==> src/rtl/pwmpdc_pkg.sv <==
package pwmpdc_pkg;

    localparam int CLOCK_W     = 27;
    localparam int DUTY_W      = 7;
    localparam int CNT_W       = $clog2(CLOCK_W + 1);
    localparam int DUTY_SCALE  = 100;
    localparam int CLOCK_RESET = 8000000;

    typedef enum logic [1:0] {
        PH_FIRST  = 2'd0,
        PH_SECOND = 2'd1,
        PH_FALL   = 2'd2
    } t_phase;

endpackage

==> src/rtl/pwm_period_duty_capture.sv <==
// first and second rising-edge captures: result registered in the cycle after the transfer
// falling-edge capture: with a zero period the result is registered directly, else it is
// set by the shared restoring divider (one quotient bit a cycle, 27 for frequency, 7 for
// duty unless high >= period); one capture at a time: none is taken while the divider runs
// synchronous active-low reset: phase to first rising edge, captures and period to zero,
// clock_hz to 8000000, no result pending
module pwm_period_duty_capture
    import pwmpdc_pkg::*;
#(
    parameter int COUNT_WIDTH = 16
) (
    input  logic                   i_clk,
    input  logic                   i_rst_n,
    input  logic                   i_valid,
    output logic                   o_stall,
    input  logic [COUNT_WIDTH-1:0] i_capture_count,
    output logic                   o_valid,
    input  logic                   i_stall,
    output logic                   o_arm_falling_edge,
    output logic                   o_measurement_done,
    output logic [COUNT_WIDTH-1:0] o_period_ticks,
    output logic [COUNT_WIDTH-1:0] o_high_ticks,
    output logic [CLOCK_W-1:0]     o_frequency_hz,
    output logic [DUTY_W-1:0]      o_duty_percent,
    output logic                   o_zero_period,
    input  logic                   i_cfg_valid,
    output logic                   o_cfg_ready,
    input  logic [CLOCK_W-1:0]     i_cfg_data
);

    localparam int PW = COUNT_WIDTH + DUTY_W;

    typedef enum logic [1:0] {
        S_IDLE,
        S_FREQ,
        S_DUTY,
        S_FIN
    } t_state;

    t_state                 r_state;
    t_phase                 r_phase;
    logic [COUNT_WIDTH-1:0] r_first;
    logic [COUNT_WIDTH-1:0] r_second;
    logic [COUNT_WIDTH-1:0] r_period;
    logic [COUNT_WIDTH-1:0] r_high;
    logic [CLOCK_W-1:0]     r_clock_hz;
    logic [CLOCK_W-1:0]     r_dvd;
    logic [COUNT_WIDTH-1:0] r_rem;
    logic [CNT_W-1:0]       r_cnt;
    logic [CLOCK_W-1:0]     r_freq;
    logic [DUTY_W-1:0]      r_duty;

    logic                   r_o_valid;
    logic                   r_o_arm;
    logic                   r_o_done;
    logic [COUNT_WIDTH-1:0] r_o_per;
    logic [COUNT_WIDTH-1:0] r_o_high;
    logic [CLOCK_W-1:0]     r_o_freq;
    logic [DUTY_W-1:0]      r_o_duty;
    logic                   r_o_zero;

    logic                   out_free;
    logic                   take;
    logic [COUNT_WIDTH-1:0] diff_period;
    logic [COUNT_WIDTH-1:0] diff_high;
    logic [COUNT_WIDTH:0]   rem_sh;
    logic [COUNT_WIDTH:0]   rem_sub;
    logic                   rem_ge;
    logic [COUNT_WIDTH-1:0] n_rem;
    logic [CLOCK_W-1:0]     n_dvd;
    logic [PW-1:0]          prod;

    assign out_free    = !r_o_valid || !i_stall;
    assign o_stall     = (r_state != S_IDLE) || !out_free;
    assign take        = i_valid && !o_stall;
    assign o_cfg_ready = 1'b1;

    assign diff_period = i_capture_count - r_first;
    assign diff_high   = i_capture_count - r_second;

    // shared restoring divide step
    assign rem_sh  = {r_rem, r_dvd[CLOCK_W-1]};
    assign rem_ge  = rem_sh >= {1'b0, r_period};
    assign rem_sub = rem_sh - {1'b0, r_period};
    assign n_rem   = rem_ge ? rem_sub[COUNT_WIDTH-1:0] : rem_sh[COUNT_WIDTH-1:0];
    assign n_dvd   = {r_dvd[CLOCK_W-2:0], rem_ge};

    assign prod = {{DUTY_W{1'b0}}, r_high} * PW'(DUTY_SCALE);

    always_ff @(posedge i_clk) begin
        if (!i_rst_n) begin
            r_state    <= S_IDLE;
            r_phase    <= PH_FIRST;
            r_first    <= '0;
            r_second   <= '0;
            r_period   <= '0;
            r_high     <= '0;
            r_clock_hz <= CLOCK_W'(CLOCK_RESET);
            r_cnt      <= '0;
            r_o_valid  <= 1'b0;
        end else begin
            if (i_cfg_valid) begin
                r_clock_hz <= i_cfg_data;
            end
            if (r_o_valid && !i_stall) begin
                r_o_valid <= 1'b0;
            end
            unique case (r_state)
                S_IDLE: begin
                    if (take) begin
                        r_o_arm  <= 1'b0;
                        r_o_done <= 1'b0;
                        r_o_per  <= '0;
                        r_o_high <= '0;
                        r_o_freq <= '0;
                        r_o_duty <= '0;
                        r_o_zero <= 1'b0;
                        priority case (r_phase)
                            PH_SECOND: begin
                                r_second  <= i_capture_count;
                                r_period  <= diff_period;
                                r_o_per   <= diff_period;
                                r_o_arm   <= 1'b1;
                                r_o_valid <= 1'b1;
                                r_phase   <= PH_FALL;
                            end
                            PH_FALL: begin
                                r_high  <= diff_high;
                                r_phase <= PH_FIRST;
                                if (r_period == '0) begin
                                    r_o_done  <= 1'b1;
                                    r_o_zero  <= 1'b1;
                                    r_o_high  <= diff_high;
                                    r_o_valid <= 1'b1;
                                end else begin
                                    r_dvd   <= r_clock_hz;
                                    r_rem   <= '0;
                                    r_cnt   <= CNT_W'(CLOCK_W);
                                    r_state <= S_FREQ;
                                end
                            end
                            default: begin
                                r_first   <= i_capture_count;
                                r_phase   <= PH_SECOND;
                                r_o_valid <= 1'b1;
                            end
                        endcase
                    end
                end
                S_FREQ: begin
                    r_dvd <= n_dvd;
                    r_rem <= n_rem;
                    r_cnt <= r_cnt - CNT_W'(1);
                    if (r_cnt == CNT_W'(1)) begin
                        r_freq <= n_dvd;
                        if (r_high >= r_period) begin
                            r_duty  <= DUTY_W'(DUTY_SCALE);
                            r_state <= S_FIN;
                        end else begin
                            r_dvd   <= {prod[DUTY_W-1:0], {(CLOCK_W-DUTY_W){1'b0}}};
                            r_rem   <= prod[PW-1:DUTY_W];
                            r_cnt   <= CNT_W'(DUTY_W);
                            r_state <= S_DUTY;
                        end
                    end
                end
                S_DUTY: begin
                    r_dvd <= n_dvd;
                    r_rem <= n_rem;
                    r_cnt <= r_cnt - CNT_W'(1);
                    if (r_cnt == CNT_W'(1)) begin
                        r_duty  <= n_dvd[DUTY_W-1:0];
                        r_state <= S_FIN;
                    end
                end
                S_FIN: begin
                    if (out_free) begin
                        r_o_arm   <= 1'b0;
                        r_o_done  <= 1'b1;
                        r_o_per   <= r_period;
                        r_o_high  <= r_high;
                        r_o_freq  <= r_freq;
                        r_o_duty  <= r_duty;
                        r_o_zero  <= 1'b0;
                        r_o_valid <= 1'b1;
                        r_state   <= S_IDLE;
                    end
                end
            endcase
        end
    end

    assign o_valid            = r_o_valid;
    assign o_arm_falling_edge = r_o_arm;
    assign o_measurement_done = r_o_done;
    assign o_period_ticks     = r_o_per;
    assign o_high_ticks       = r_o_high;
    assign o_frequency_hz     = r_o_freq;
    assign o_duty_percent     = r_o_duty;
    assign o_zero_period      = r_o_zero;

endmodule

==> config.mk <==
export PLATFORM = sky130hd
export DESIGN_NAME = pwm_period_duty_capture
export DESIGN_NICKNAME = d
export VERILOG_FILES = /design/src/rtl/pwmpdc_pkg.sv /design/src/rtl/pwm_period_duty_capture.sv
export SDC_FILE = /design/constraint.sdc
export NUM_CORES = 1
export LEC_CHECK = 0
export BUFFER_PORTS_ARGS = -buffer_cell sky130_fd_sc_hd__buf_2
export CORE_MARGIN = 3
export CORE_UTILIZATION = 60
export DETAILED_ROUTE_END_ITERATION = 6
export GPL_ROUTABILITY_DRIVEN = 0
export GPL_TIMING_DRIVEN = 1
export MAX_ROUTING_LAYER = met4
export PLACE_DENSITY = 0.8
export SETUP_SLACK_MARGIN = 0.02
export SLEW_MARGIN = 30
export SYNTH_ARGS = -nofsm -noshare
export SYNTH_HDL_FRONTEND = slang
export SYNTH_SLANG_ARGS = --single-unit
==> constraint.sdc <==
create_clock -name i_clk -period 5.2 [get_ports i_clk]
set_input_delay 0.52 -clock i_clk [delete_from_list [all_inputs] [get_ports i_clk]]
set_output_delay 0.52 -clock i_clk [all_outputs]
set_load 0.005 [all_outputs]
Word level (Yosys, flattened, before mapping)
Index checks and enable logic that the tools add are counted.
{ "totals": {"ff_bits": 247, "in_bits": 48, "out_inout_bits": 72, "elab_cells": 129} }
{ "classes": {"n_addsub": 4, "multipliers": 1, "magnitude_cmp": 2, "n_eq_ne": 13, "mux": 63, "bitwise": 1, "reduce_logical": 25} }
{ "op_table": {"columns": ["op", "count"], "rows": [
  ["16-bit 2-to-1 mux", 13],
  ["27-bit 2-to-1 mux", 7],
  ["27-bit one-hot mux with 3 select lines", 1],
  ["16-bit one-hot mux with 2 select lines", 2],
  ["27-bit one-hot mux with 2 select lines", 1],
  ["16-bit one-hot mux with 3 select lines", 1],
  ["16-bit subtractor", 3],
  ["7-bit 2-to-1 mux", 5],
  ["7-bit one-hot mux with 2 select lines", 2],
  ["5-bit 2-to-1 mux", 5],
  ["16-bit by 5-bit multiplier with 21-bit output, second input constant", 1],
  ["17-bit by 16-bit >= comparator with 1-bit output", 1],
  ["16-bit >= comparator", 1],
  ["16-bit zero test", 1],
  ["5-bit one-hot mux with 3 select lines", 1],
  ["1-bit 2-to-1 mux", 13],
  ["2-bit 2-to-1 mux", 6],
  ["2-bit inequality test, second input constant", 6],
  ["3-bit AND reduction", 4],
  ["5-bit AND reduction", 2],
  ["1-bit one-hot mux with 2 select lines", 4],
  ["2-bit one-hot mux with 4 select lines", 1],
  ["4-bit AND reduction", 2],
  ["2-bit equality test, second input constant", 3],
  ["15 further kinds", 23]
]} }

Depth between registers and ports, before layout
Gate-level depths: netlist of the first run.
{ "depth": {"ltp_word": 8, "mapped_depth": 15, "mapped_depth_nobuf": 14} }

Least setup slack after synthesis of the first run
OpenSTA, ideal clock, no wires.
{ "synth_timing": {"path_kind": "reg2reg", "from": "reg r_state[0]", "to": "reg r_dvd[0] (enable)", "setup_time_ps": 444, "arrival_ps": 3364, "required_ps": 4756, "setup_slack_ps": 1392, "stages_incl_launch_ff": 9, "path_buffers": 0, "synth_period_minus_slack_ps": 3808, "path_cell_list": "dfxtp_1 inv_1 ha_1 nand2_1 a21oi_1 nand2_1 o21ai_0 o21ai_0 nor2_1"} }
{ "synth_between": {"elab_chain_len": 6, "elab_cells_between_ends": 12, "cone_classes": "eq/ne: 5; reduce/logical: 7"} }
{ "synth_lines": {"columns": ["item", "line_no", "source"], "rows": [
  ["start, declared", "pwm_period_duty_capture.sv:40", "t_state r_state;"],
  ["start signal, assigned", "pwm_period_duty_capture.sv:92", "r_state <= S_IDLE;"],
  ["start signal, assigned", "pwm_period_duty_capture.sv:139", "r_state <= S_FREQ;"],
  ["start signal, assigned", "pwm_period_duty_capture.sv:158", "r_state <= S_FIN;"],
  ["2-bit nonzero test", "pwm_period_duty_capture.sv:74", "assign o_stall = (r_state != S_IDLE) || !out_free;"],
  ["1-bit logical OR", "pwm_period_duty_capture.sv:74", null],
  ["1-bit zero test", "pwm_period_duty_capture.sv:75", "assign take = i_valid && !o_stall;"],
  ["1-bit logical AND", "pwm_period_duty_capture.sv:75", null],
  ["2-bit inequality test (no source line)", null, null],
  ["5-bit AND reduction (no source line) (*)", null, null],
  ["end signal, assigned", "pwm_period_duty_capture.sv:136", "r_dvd <= r_clock_hz;"],
  ["end signal, assigned", "pwm_period_duty_capture.sv:151", "r_dvd <= n_dvd;"],
  ["end signal, assigned", "pwm_period_duty_capture.sv:160", "r_dvd <= {prod[DUTY_W-1:0], {(CLOCK_W-DUTY_W){1'b0}}};"],
  ["end, declared", "pwm_period_duty_capture.sv:47", "logic [CLOCK_W-1:0] r_dvd;"]
]} }
Mark *: on every way between the ends. The rest lies on a longest branch, timed or not.
A chain may end at the register's enable or synchronous reset.

Worst setup path after layout of the first run
{ "layout_timing": {"from": "reg r_high[8]", "to": "reg r_rem[10] (data pin)"} }
{ "layout_between": {"elab_chain_len": 4, "elab_cells_between_ends": 5, "cone_classes": "mul: 1; order compare: 1; mux: 3"} }
{ "layout_lines": {"columns": ["item", "line_no", "source"], "rows": [
  ["start, declared", "pwm_period_duty_capture.sv:45", "logic [COUNT_WIDTH-1:0] r_high;"],
  ["start signal, assigned", "pwm_period_duty_capture.sv:128", "r_high <= diff_high;"],
  ["16-bit by 5-bit multiplier with 21-bit output or 16-bit >= comparator (tied branches)", "pwm_period_duty_capture.sv:88, pwm_period_duty_capture.sv:156", null],
  ["16-bit 2-to-1 mux (*)", "pwm_period_duty_capture.sv:156", "if (r_high >= r_period) begin"],
  ["16-bit 2-to-1 mux (*)", "pwm_period_duty_capture.sv:154", "if (r_cnt == CNT_W'(1)) begin"],
  ["16-bit one-hot mux with 3 select lines (*)", "pwm_period_duty_capture.sv:108", "unique case (r_state)"],
  ["end signal, assigned", "pwm_period_duty_capture.sv:152", "r_rem <= n_rem;"],
  ["end signal, assigned", "pwm_period_duty_capture.sv:161", "r_rem <= prod[PW-1:DUTY_W];"],
  ["end signal, assigned", "pwm_period_duty_capture.sv:169", "r_rem <= n_rem;"],
  ["end, declared", "pwm_period_duty_capture.sv:48", "logic [COUNT_WIDTH-1:0] r_rem;"]
]} }
Marks and branches as above.

==> flow_summary.toml, run 1 <==
[status]
status = "finished, final reports clean"

[yosys]
avgSynthCellArea_um2 = 9.82
synthesis.area_um2 = 13800
synth.top_cells.by_area = "edfxtp_1 32%, dfxtp_1 15%, ha_1 11%, nand2_1 4.6%, a21oi_1 3.5%"
synth.lib_cells_used.distinct = 69
synthesis.yosys.warnings = 0
netlist.area_leader.share_pct = 31.8
yosys_register_bits = 247
mappedNetlistNets = 1590
postSynth.asyncResetShare_pct = 0
postSynth.topFlopCell = "edfxtp_1"
combinational_family_with_the_most_area_after_synthesis = "simple AND/OR/NAND/NOR gates"
number_of_flops_mapped_to_enable_cells_by_yosys = 146
synthMostInstantiatedCell = "nand2_1"
yosys.area_share.simple_pct = 14.9
post_synthesis_cell_type_with_the_largest_combined_area = "edfxtp_1"
fraction_of_the_mapped_netlist_area_in_compound_gates_pct = 14.4
post_synthesis_cell_count = 1405
synth.area.mux_share_pct = 2.70
synth_top_cells_by_count = "169 x nand2_1, 146 x edfxtp_1, 127 x inv_1"
synth-adder-area-share_pct = 13.2
yosys.area_share.xor_xnor_pct = 3.11
synth_sequential_area_ratio_pct = 46.4

[worst_hold_path]
min_path_type = "input pin to register"
min_from = "i_cfg_data[9]"

[power_and_ir_drop]
power-per-cell-area_nw_per_um2 = 370
power.leakage_nw = 6.35
vdd_ir_drop_max_uv = 256

[clocking]
cts_tree = "yes"
cts_hold_buffers = 0
worst_skew_pair.late_latency_ps = 530
cts_inserted_buffers = 26
cts_post_setup_buffers_inserted = 0
cts_root_buffer = "clkbuf_16"
ctsResizeCount = 0
cts_num_sinks = 247
htreeDepth = 1
clock_path_buffers = 3
clk_pin_slew_ps = 70

[setup_path]
timing.critical_path.cells = "ha_1, ha_1, inv_1, fa_1, inv_1, ha_1, or2_2, a2111oi_0, nand3_1, a31o_2, a21oi_1, xor2_1, nor2_1, a221o_1"
timing.critical_path.mode_cell = "ha_1"
critical-path-max-stage-delay_ps = 500
setup.worst_path.class = "register to register"
r2r_start = "r_high[8]"
timing.critical_path.arrival_ps = 4150
critical_path.top_delay_family = "adder cells"
critPathBufInv = 2
worst-endpoint-required_ps = 5470
critical-path-slowest-cell = "fa_1"
critPathLaunch = "r_high[8]"
critical_path.startpoint_type = "register"
crit_fanout = 5
setup.worst_path.end_class = "register"

[routing]
vias_per_cell = 5.92
routed_wire_length_per_instance_um = 18.0
first_iter_violations = 933
first_pass_iters = 5
routed_wirelength_mm = 32.4
routed-via-count = 10700
detail-route-antenna-nets = 0
drc_errors = 0

[timing]
worst_clock_skew_ps = 13.6
rsz0062_at_grt = "false"
setup_viol_count_final = 0
worst_pin_slew_ps = 925
min_period_ps = 3880
fin_crit_sh_pct = 74.7
final-hold-violation-count = 0
timing.max_slew.rel_slack_pct = 38.3
timing_max_transition_violations_final = 0
post_route_setup_tns_ps = 0
highest_clock_rate_mhz = 258

[final_layout]
fin_util_pct = 69.6
flow.area_growth_from_synthesis_pct = 12.0
nFillCells = 1635
final_layout_size_suffix_gt1_share_pct = 12.9
finalNetCount = 1688
layout.area.seq_um2 = 6410
multi_input_comb_area_um2 = 6710

[floorplanning]
dieArea_um2 = 24900
placeableCoreArea_um2 = 22200
chipHeight_um = 158
initial_core_util_pct = 62.1
placementRows = 54
i_o_pin_count = 120
die_x_um = 158

[global_routing]
first_global_vias = 10100
antenna_found_initial = 1
global_route.overflow_total = 0
global_route_total_usage_across_every_layer_pct = 26.3
first_pass_grt_wire_length_mm = 51.2
grt_max_degree = 70

[placement]
port-buffer-count = 118
post_detail_place_hpwl_mm = 23.4

[job]
max_cap_check_violation_count = 0
[metal layers]
layer	vias to the layer above	part of all wire (%)	track usage (%)
met4	0	1.9	5.91
met1	5090	44	35.6
met3	47	6.0	3.03
li1	5163	-	-
met2	388	48	43.0
met5	-	0	-
[sequential cells by signal, summed over array words and instances, names as in the netlist, 7 cells and up]
| register | flops |
|---|---|
| o_duty_percent | 7 |
| o_frequency_hz | 27 |
| o_high_ticks | 16 |
| o_period_ticks | 16 |
| r_clock_hz | 27 |
| r_duty | 7 |
| r_dvd | 27 |
| r_first | 16 |
| r_freq | 27 |
| r_high | 16 |
| r_period | 16 |
| r_rem | 16 |
| r_second | 16 |
[power by group]
group / internal, W / leakage (nW) / switching, W
Clock: 0.00101 / 0.409 / 0.000770
Combinational: 0.000573 / 3.75 / 0.000988
Sequential: 0.00228 / 2.19 / 0.0000970
Total: 0.00387 / 6.35 / 0.00185
[cell families (layout without fill, tap and decap cells)]
family | count (synthesis) | after routing
simple gates | 439 | 439
xor+xnor | 49 | 49
buf+inv | 187 | 305
mux | 37 | 37
flops | 247 | 247
compound gates | 308 | 308
other cells | 1 | 2
fa+ha+maj | 137 | 137
[cells in the final DEF, fill, tap and decap left out, drive strengths merged, types with 6 or more instances in the layout]
cell | Yosys | routed
nand2 | 169 | 169
edfxtp | 146 | 146
inv | 128 | 130
buf | 13 | 128
ha | 123 | 123
dfxtp | 101 | 101
a21oi | 96 | 96
nor2 | 92 | 92
o21ai | 50 | 50
and2 | 43 | 43
nand3 | 39 | 39
mux2i | 35 | 35
clkbuf | 45 | 34
xnor2 | 28 | 28
nor3 | 25 | 25
o22ai | 23 | 23
xor2 | 21 | 21
a21o | 19 | 19
o21a | 16 | 16
o2bb2ai | 16 | 16
a211oi | 15 | 15
o211ai | 15 | 15
fa | 14 | 14
nand4 | 12 | 12
a31oi | 11 | 11
nand2b | 10 | 10
o31ai | 10 | 10
nor2b | 10 | 10
clkinv | 1 | 10
and3 | 9 | 9
nor4 | 6 | 6
or3 | 6 | 6
nand3b | 6 | 6
[cell type report]
type                    instances  share of cell area (%)
clock inverters                14                   0.615
well taps                     280                    2.27
inverters                     129                    3.15
flip-flops and latches        247                    41.4
clock buffers                  34                    4.80
multi-input cells             971                    43.4
diodes                          1                  0.0162
repair buffers                128                    4.31
[final timing paths]
path                                 endpoint  slack [ps]  cells after the start
worst max-delay path                r_rem[10]        1320                     14
worst min-delay path            r_clock_hz[9]         230                      3
worst max register to register      r_rem[10]        1320                     14
worst min register to register     r_freq[21]         450                      0
[worst min-delay path: stages]
cell and delay (ps):
buf_2 70, nand2_1 50, o211ai_1 70
[through the flow]
step                cells  hold WS, ps  power (W)  worst slack, ps  area, um2
floorplan            1405          420    0.00348             1390      13800
global placement     1755          432    0.00389             1510      14600
detailed placement   1755          436    0.00393             1360      14600
CTS                  1803          211    0.00571             1370      15400
global route         1804          218    0.00599             1180      15500
finish               1804          225    0.00572             1320      15500
No activity file was read; power rests on OpenSTA's default activity.
==> inputs of run 2 (changes only) <==
--- a/config.mk
+++ b/config.mk
@@ -7,12 +7,12 @@
 export LEC_CHECK = 0
 export BUFFER_PORTS_ARGS = -buffer_cell sky130_fd_sc_hd__buf_2
 export CORE_MARGIN = 3
-export CORE_UTILIZATION = 60
+export CORE_UTILIZATION = 55
 export DETAILED_ROUTE_END_ITERATION = 6
 export GPL_ROUTABILITY_DRIVEN = 0
 export GPL_TIMING_DRIVEN = 1
 export MAX_ROUTING_LAYER = met4
-export PLACE_DENSITY = 0.8
+export PLACE_DENSITY = 0.77
 export SETUP_SLACK_MARGIN = 0.02
 export SLEW_MARGIN = 30
 export SYNTH_ARGS = -nofsm -noshare
==> constraint.sdc (replaced) <==
create_clock -name i_clk -period 3.15 [get_ports i_clk]
set_input_delay 0.315 -clock i_clk [delete_from_list [all_inputs] [get_ports i_clk]]
set_output_delay 0.315 -clock i_clk [all_outputs]
set_load 0.005 [all_outputs]
==> run 2 against run 1 <==
The flow now finishes with violations (negative setup slack). Register-to-register slack got worse by 1700 ps. Worst hold slack got worse by 200 ps. Design area up 8.7%. Combinational power grew 87%. Critical endpoint is now r_rem[15]. Largest power group unchanged.
==> flow_summary.toml, run 2 (synthesis results as in run 1) <==
[routing]
detail-route-antenna-nets = 0
first_iter_violations = 773
vias_per_cell = 5.75
drc_errors = 0
routed-via-count = 11200
routed_wirelength_mm = 36.0
first_pass_iters = 5
routed_wire_length_per_instance_um = 18.5

[setup_path]
r2r_start = "r_high[4]"
critPathLaunch = "r_high[4]"
timing.critical_path.arrival_ps = 3760
critical-path-max-stage-delay_ps = 540
crit_fanout = 4
critical_path.startpoint_type = "register"
critical-path-slowest-cell = "fa_1"
timing.critical_path.cells = "ha_4, ha_4, inv_1, fa_1, inv_2, ha_4, or3_4, o211ai_1, nand3_1, a41o_1, o41a_1, xnor2_1, o22ai_1"
setup.worst_path.end_class = "register"
worst-endpoint-required_ps = 3430
setup.worst_path.class = "register to register"
timing.critical_path.mode_cell = "ha_4"

[power_and_ir_drop]
power.internal_w = 0.00680
combinationalPowerShare_pct = 29.1
power-per-cell-area_nw_per_um2 = 597
vdd_ir_drop_max_uv = 590
total_switching_power_w = 0.00323
switching_share_pct = 32.2
power.leakage_nw = 6.85
power.sequential.fraction_pct = 39.0
clockPowerShare_pct = 31.9

[clocking]
cts_tree = "yes"
clock_path_buffers = 3
worst_skew_pair.late_latency_ps = 540
cts_inserted_buffers = 26
cts_root_buffer = "clkbuf_16"
htreeDepth = 1
cts_num_sinks = 247
clk_pin_slew_ps = 60

[final_layout]
layout.cells.most_common = "nand2_1"
flow.area_growth_from_synthesis_pct = 21.8
finalNetCount = 1784
leading_cell_types_in_the_layout_fill_and_taps_excluded = "166 x nand2_1, 146 x edfxtp_1, 120 x inv_1"
nFillCells = 1751
final_layout_size_suffix_gt1_share_pct = 21.4
fin_util_pct = 68.7
instances_no_fill = 1945

[floorplanning]
initial_core_util_pct = 56.4
dieArea_um2 = 27000
i_o_pin_count = 120
placementRows = 57
chipHeight_um = 164
die_x_um = 164
placeableCoreArea_um2 = 24500

[timing]
final-hold-violation-count = 0
worst_clock_skew_ps = 25.3
rsz0062_at_grt = "true"
timing_max_transition_violations_final = 0
highest_clock_rate_mhz = 287
holdWs_ps = 25.5
worst_pin_slew_ps = 890
min_period_ps = 3480
fin_crit_sh_pct = 111
setup_viol_count_final = 6
final.setup.worst_slack_ps = -334
timing.max_slew.rel_slack_pct = 40.7

[worst_hold_path]
min_path_type = "input pin to register"
min_from = "i_cfg_data[6]"

[placement]
placed_cells = 1874
post_detail_place_hpwl_mm = 25.0
dp_worst_setup_slack_ps = -289
port-buffer-count = 118

[global_routing]
global_route.overflow_total = 0
first_pass_grt_wire_length_mm = 55.6
first_global_vias = 10900
global_route_total_usage_across_every_layer_pct = 26.5
grt_max_degree = 59
antenna_found_initial = 1

[job]
max_cap_check_violation_count = 0

[status]
status = "finished, violations left"
violations = "negative setup slack"
[run 2: stage by stage]
step                TNS (ps)  area, um2  power [W]
finish                 -1390      16800     0.0100
global route           -1910      16800     0.0105
CTS                     -778      16600    0.00992
detailed placement     -1150      15500    0.00670
global placement        -858      15400    0.00659
floorplan               -163      14000    0.00576
[run 2: cell type report]
cell class,instances,area [um2],area share [%]
antenna,2,5.00,0.0298
clock buffer,29,703,4.18
clock inverter,19,195,1.16
inverter,129,498,2.96
multi-input combinational,971,7110,42.3
sequential,247,6430,38.3
tap,324,405,2.41
timing repair buffer,224,1470,8.71
[run 2: worst max-delay path: cells and delay by family, from the launching register on]
kind	cells	cell delay, ps
buffers and inverters	2	100
AOI/OAI and AO/OA	4	890
DFF	1	370
xor gates and xnor gates	1	150
and+or+nand+nor	2	520
adders and majority gates	4	1200
[run 2: what timing repair did]
action                     in CTS  in global routing
hold buffers                    7                  0
pin swaps                      28                 32
setup endpoints to repair       8                 47
resized for setup              26                 27
buffers inserted                8                  6
hold endpoints to repair        7                  0
[run 2: path summary, 6_finish.rpt]
path	end	slack, ps	cells after the start
min	r_clock_hz[6]	30	3
max	r_rem[15]	-330	13
max reg2reg	r_rem[15]	-330	13
min reg2reg	r_freq[21]	450	0
[run 2: routing by layer]
layer | wire [um] | global-route usage (%) | vias to the layer above
li1 | - | - | 5383
met1 | 15200 | 34.5 | 5306
met2 | 17600 | 43.9 | 413
met3 | 2160 | 3.31 | 84
met4 | 1140 | 7.70 | 0
met5 | 0 | - | -
[run 2: power by group through the flow]
stage	Sequential (W)	Combinational (W)	Clock (W)
5_1_grt	0.00394	0.00319	0.00336
6_report	0.00392	0.00292	0.00320
3_3_place_gp	0.00396	0.00263	0
3_5_place_dp	0.00398	0.00272	0
4_1_cts	0.00391	0.00278	0.00323
2_1_floorplan	0.00396	0.00180	0
==> inputs of run 3 (changes only) <==
--- a/config.mk
+++ b/config.mk
@@ -9,11 +9,11 @@
 export CORE_MARGIN = 3
 export CORE_UTILIZATION = 55
 export DETAILED_ROUTE_END_ITERATION = 6
-export GPL_ROUTABILITY_DRIVEN = 0
+export GPL_ROUTABILITY_DRIVEN = 1
 export GPL_TIMING_DRIVEN = 1
 export MAX_ROUTING_LAYER = met4
 export PLACE_DENSITY = 0.77
-export SETUP_SLACK_MARGIN = 0.02
+export SETUP_SLACK_MARGIN = 0.1
 export SLEW_MARGIN = 30
 export SYNTH_ARGS = -nofsm -noshare
 export SYNTH_HDL_FRONTEND = slang
==> run 3 against run 2 <==
The run still ends with negative setup slack left. Non-clock buffer count fell by 1. Register-to-register slack improved by 70 ps. Fmax rose by 2.1%. Routed wire length fell by 1.9%. Power fell by 2.0%. Combinational power barely moved. Cell count fell by 0.10%. Critical endpoint unchanged. Highest routed layer unchanged.
==> flow_summary.toml, run 3 (synthesis results as in run 1) <==
[status]
status = "finished, violations left"
violations = "negative setup slack"

[global_routing]
first_global_vias = 10800
global_route_total_usage_across_every_layer_pct = 26.4
grt_max_degree = 59
first_pass_grt_wire_length_mm = 55.4
antenna_found_initial = 0
global_route.overflow_total = 0

[final_layout]
finalNetCount = 1783
final_layout_size_suffix_gt1_share_pct = 20.9
layout.cells.most_common = "nand2_1"
leading_cell_types_in_the_layout_fill_and_taps_excluded = "166 x nand2_1, 146 x edfxtp_1, 118 x buf_2"
fin_util_pct = 68.5
nFillCells = 1759
flow.area_growth_from_synthesis_pct = 21.3

[floorplanning]
i_o_pin_count = 120
dieArea_um2 = 27000
placeableCoreArea_um2 = 24500
placementRows = 57
chipHeight_um = 164
initial_core_util_pct = 56.4
die_x_um = 164

[routing]
first_pass_iters = 5
drc_errors = 0
vias_per_cell = 5.71
routed_wirelength_mm = 35.3
routed_wire_length_per_instance_um = 18.2
routed-via-count = 11100
first_iter_violations = 964
detail-route-antenna-nets = 0

[timing]
worst_pin_slew_ps = 876
fin_crit_sh_pct = 108
setup_viol_count_final = 7
timing.max_slew.rel_slack_pct = 41.6
rsz0062_at_grt = "true"
final-hold-violation-count = 0
holdWs_ps = 17.0
final.setup.worst_slack_ps = -262
min_period_ps = 3410
timing_max_transition_violations_final = 0
highest_clock_rate_mhz = 293
worst_clock_skew_ps = 16.2

[clocking]
cts_root_buffer = "clkbuf_16"
clk_pin_slew_ps = 60
cts_tree = "yes"
htreeDepth = 1
cts_inserted_buffers = 26
clock_path_buffers = 3
cts_num_sinks = 247
worst_skew_pair.late_latency_ps = 540

[power_and_ir_drop]
power-per-cell-area_nw_per_um2 = 587
vdd_ir_drop_max_uv = 446
power_w = 0.00983
power.leakage_nw = 6.81

[setup_path]
worst-endpoint-required_ps = 3430
setup.worst_path.end_class = "register"
critical_path.startpoint_type = "register"
setup.worst_path.class = "register to register"
timing.critical_path.arrival_ps = 3690
crit_fanout = 3

[job]
max_cap_check_violation_count = 0

[placement]
dp_worst_setup_slack_ps = -309
port-buffer-count = 118
replace_congestion = 0.884
post_detail_place_hpwl_mm = 24.8

[worst_hold_path]
min_path_type = "input pin to register"
run 3: per-stage QoR:
| stage | instance area, um2 | cells | setup TNS, ps |
|---|---|---|---|
| global placement | 15400 | 1873 | -872 |
| detailed placement | 15500 | 1873 | -1250 |
| global route | 16700 | 1942 | -1760 |
| finish | 16700 | 1943 | -984 |
| CTS | 16600 | 1938 | -830 |
| floorplan | 14000 | 1405 | -189 |
run 3: area by class of cell:
type                    instances  area [um2]  area share, %
clock buffers                  40         717           4.28
well taps                     324         405           2.42
diodes                          1        2.50         0.0149
flip-flops and latches        247        6430           38.4
inverters                     129         498           2.97
multi-input cells             971        7130           42.6
repair buffers                223        1460           8.73
clock inverters                 8        98.8          0.590
run 3: worst paths after layout:
| check | depth (start not counted) | to | startpoint | slack [ps] |
|---|---|---|---|---|
| hold / removal | 3 | r_clock_hz[6] | i_cfg_data[6] | 20 |
| hold reg to reg | 0 | r_freq[19] | r_dvd[18] | 450 |
| setup reg to reg | 12 | r_rem[15] | r_high[2] | -260 |
| setup / recovery | 12 | r_rem[15] | r_high[2] | -260 |
run 3: layer usage:
metal / vias to the layer above / share of wire, % / track usage (%)
met3: 71 / 6.7 / 3.51
met5: - / 0 / -
met2: 417 / 48 / 42.7
met1: 5235 / 42 / 34.8
met4: 0 / 3.2 / 8.54
li1: 5377 / - / -
run 3: worst max-delay path: stages (launching register included):
cell	delay (ps)
dfxtp_4	370
ha_4	280
ha_4	190
fa_2	560
ha_4	210
nor2b_4	130
o31a_1	280
o211ai_1	220
nand3_1	130
a41o_1	210
o41a_1	320
xnor2_1	150
o22ai_1	90
run 3: power breakdown:
part	switching (W)	internal [W]	leakage (nW)
clock network	0.00124	0.00173	0.395
logic	0.00174	0.00120	4.22
registers	0.000152	0.00376	2.20
run 3: what timing repair did:
item,in CTS,in global routing
setup buffers,12,4
hold buffers,6,0
resized for setup,30,30
pin swaps,32,21
gates cloned,0,0
setup endpoints to repair,11,46
endpoints found under the hold margin,6,0
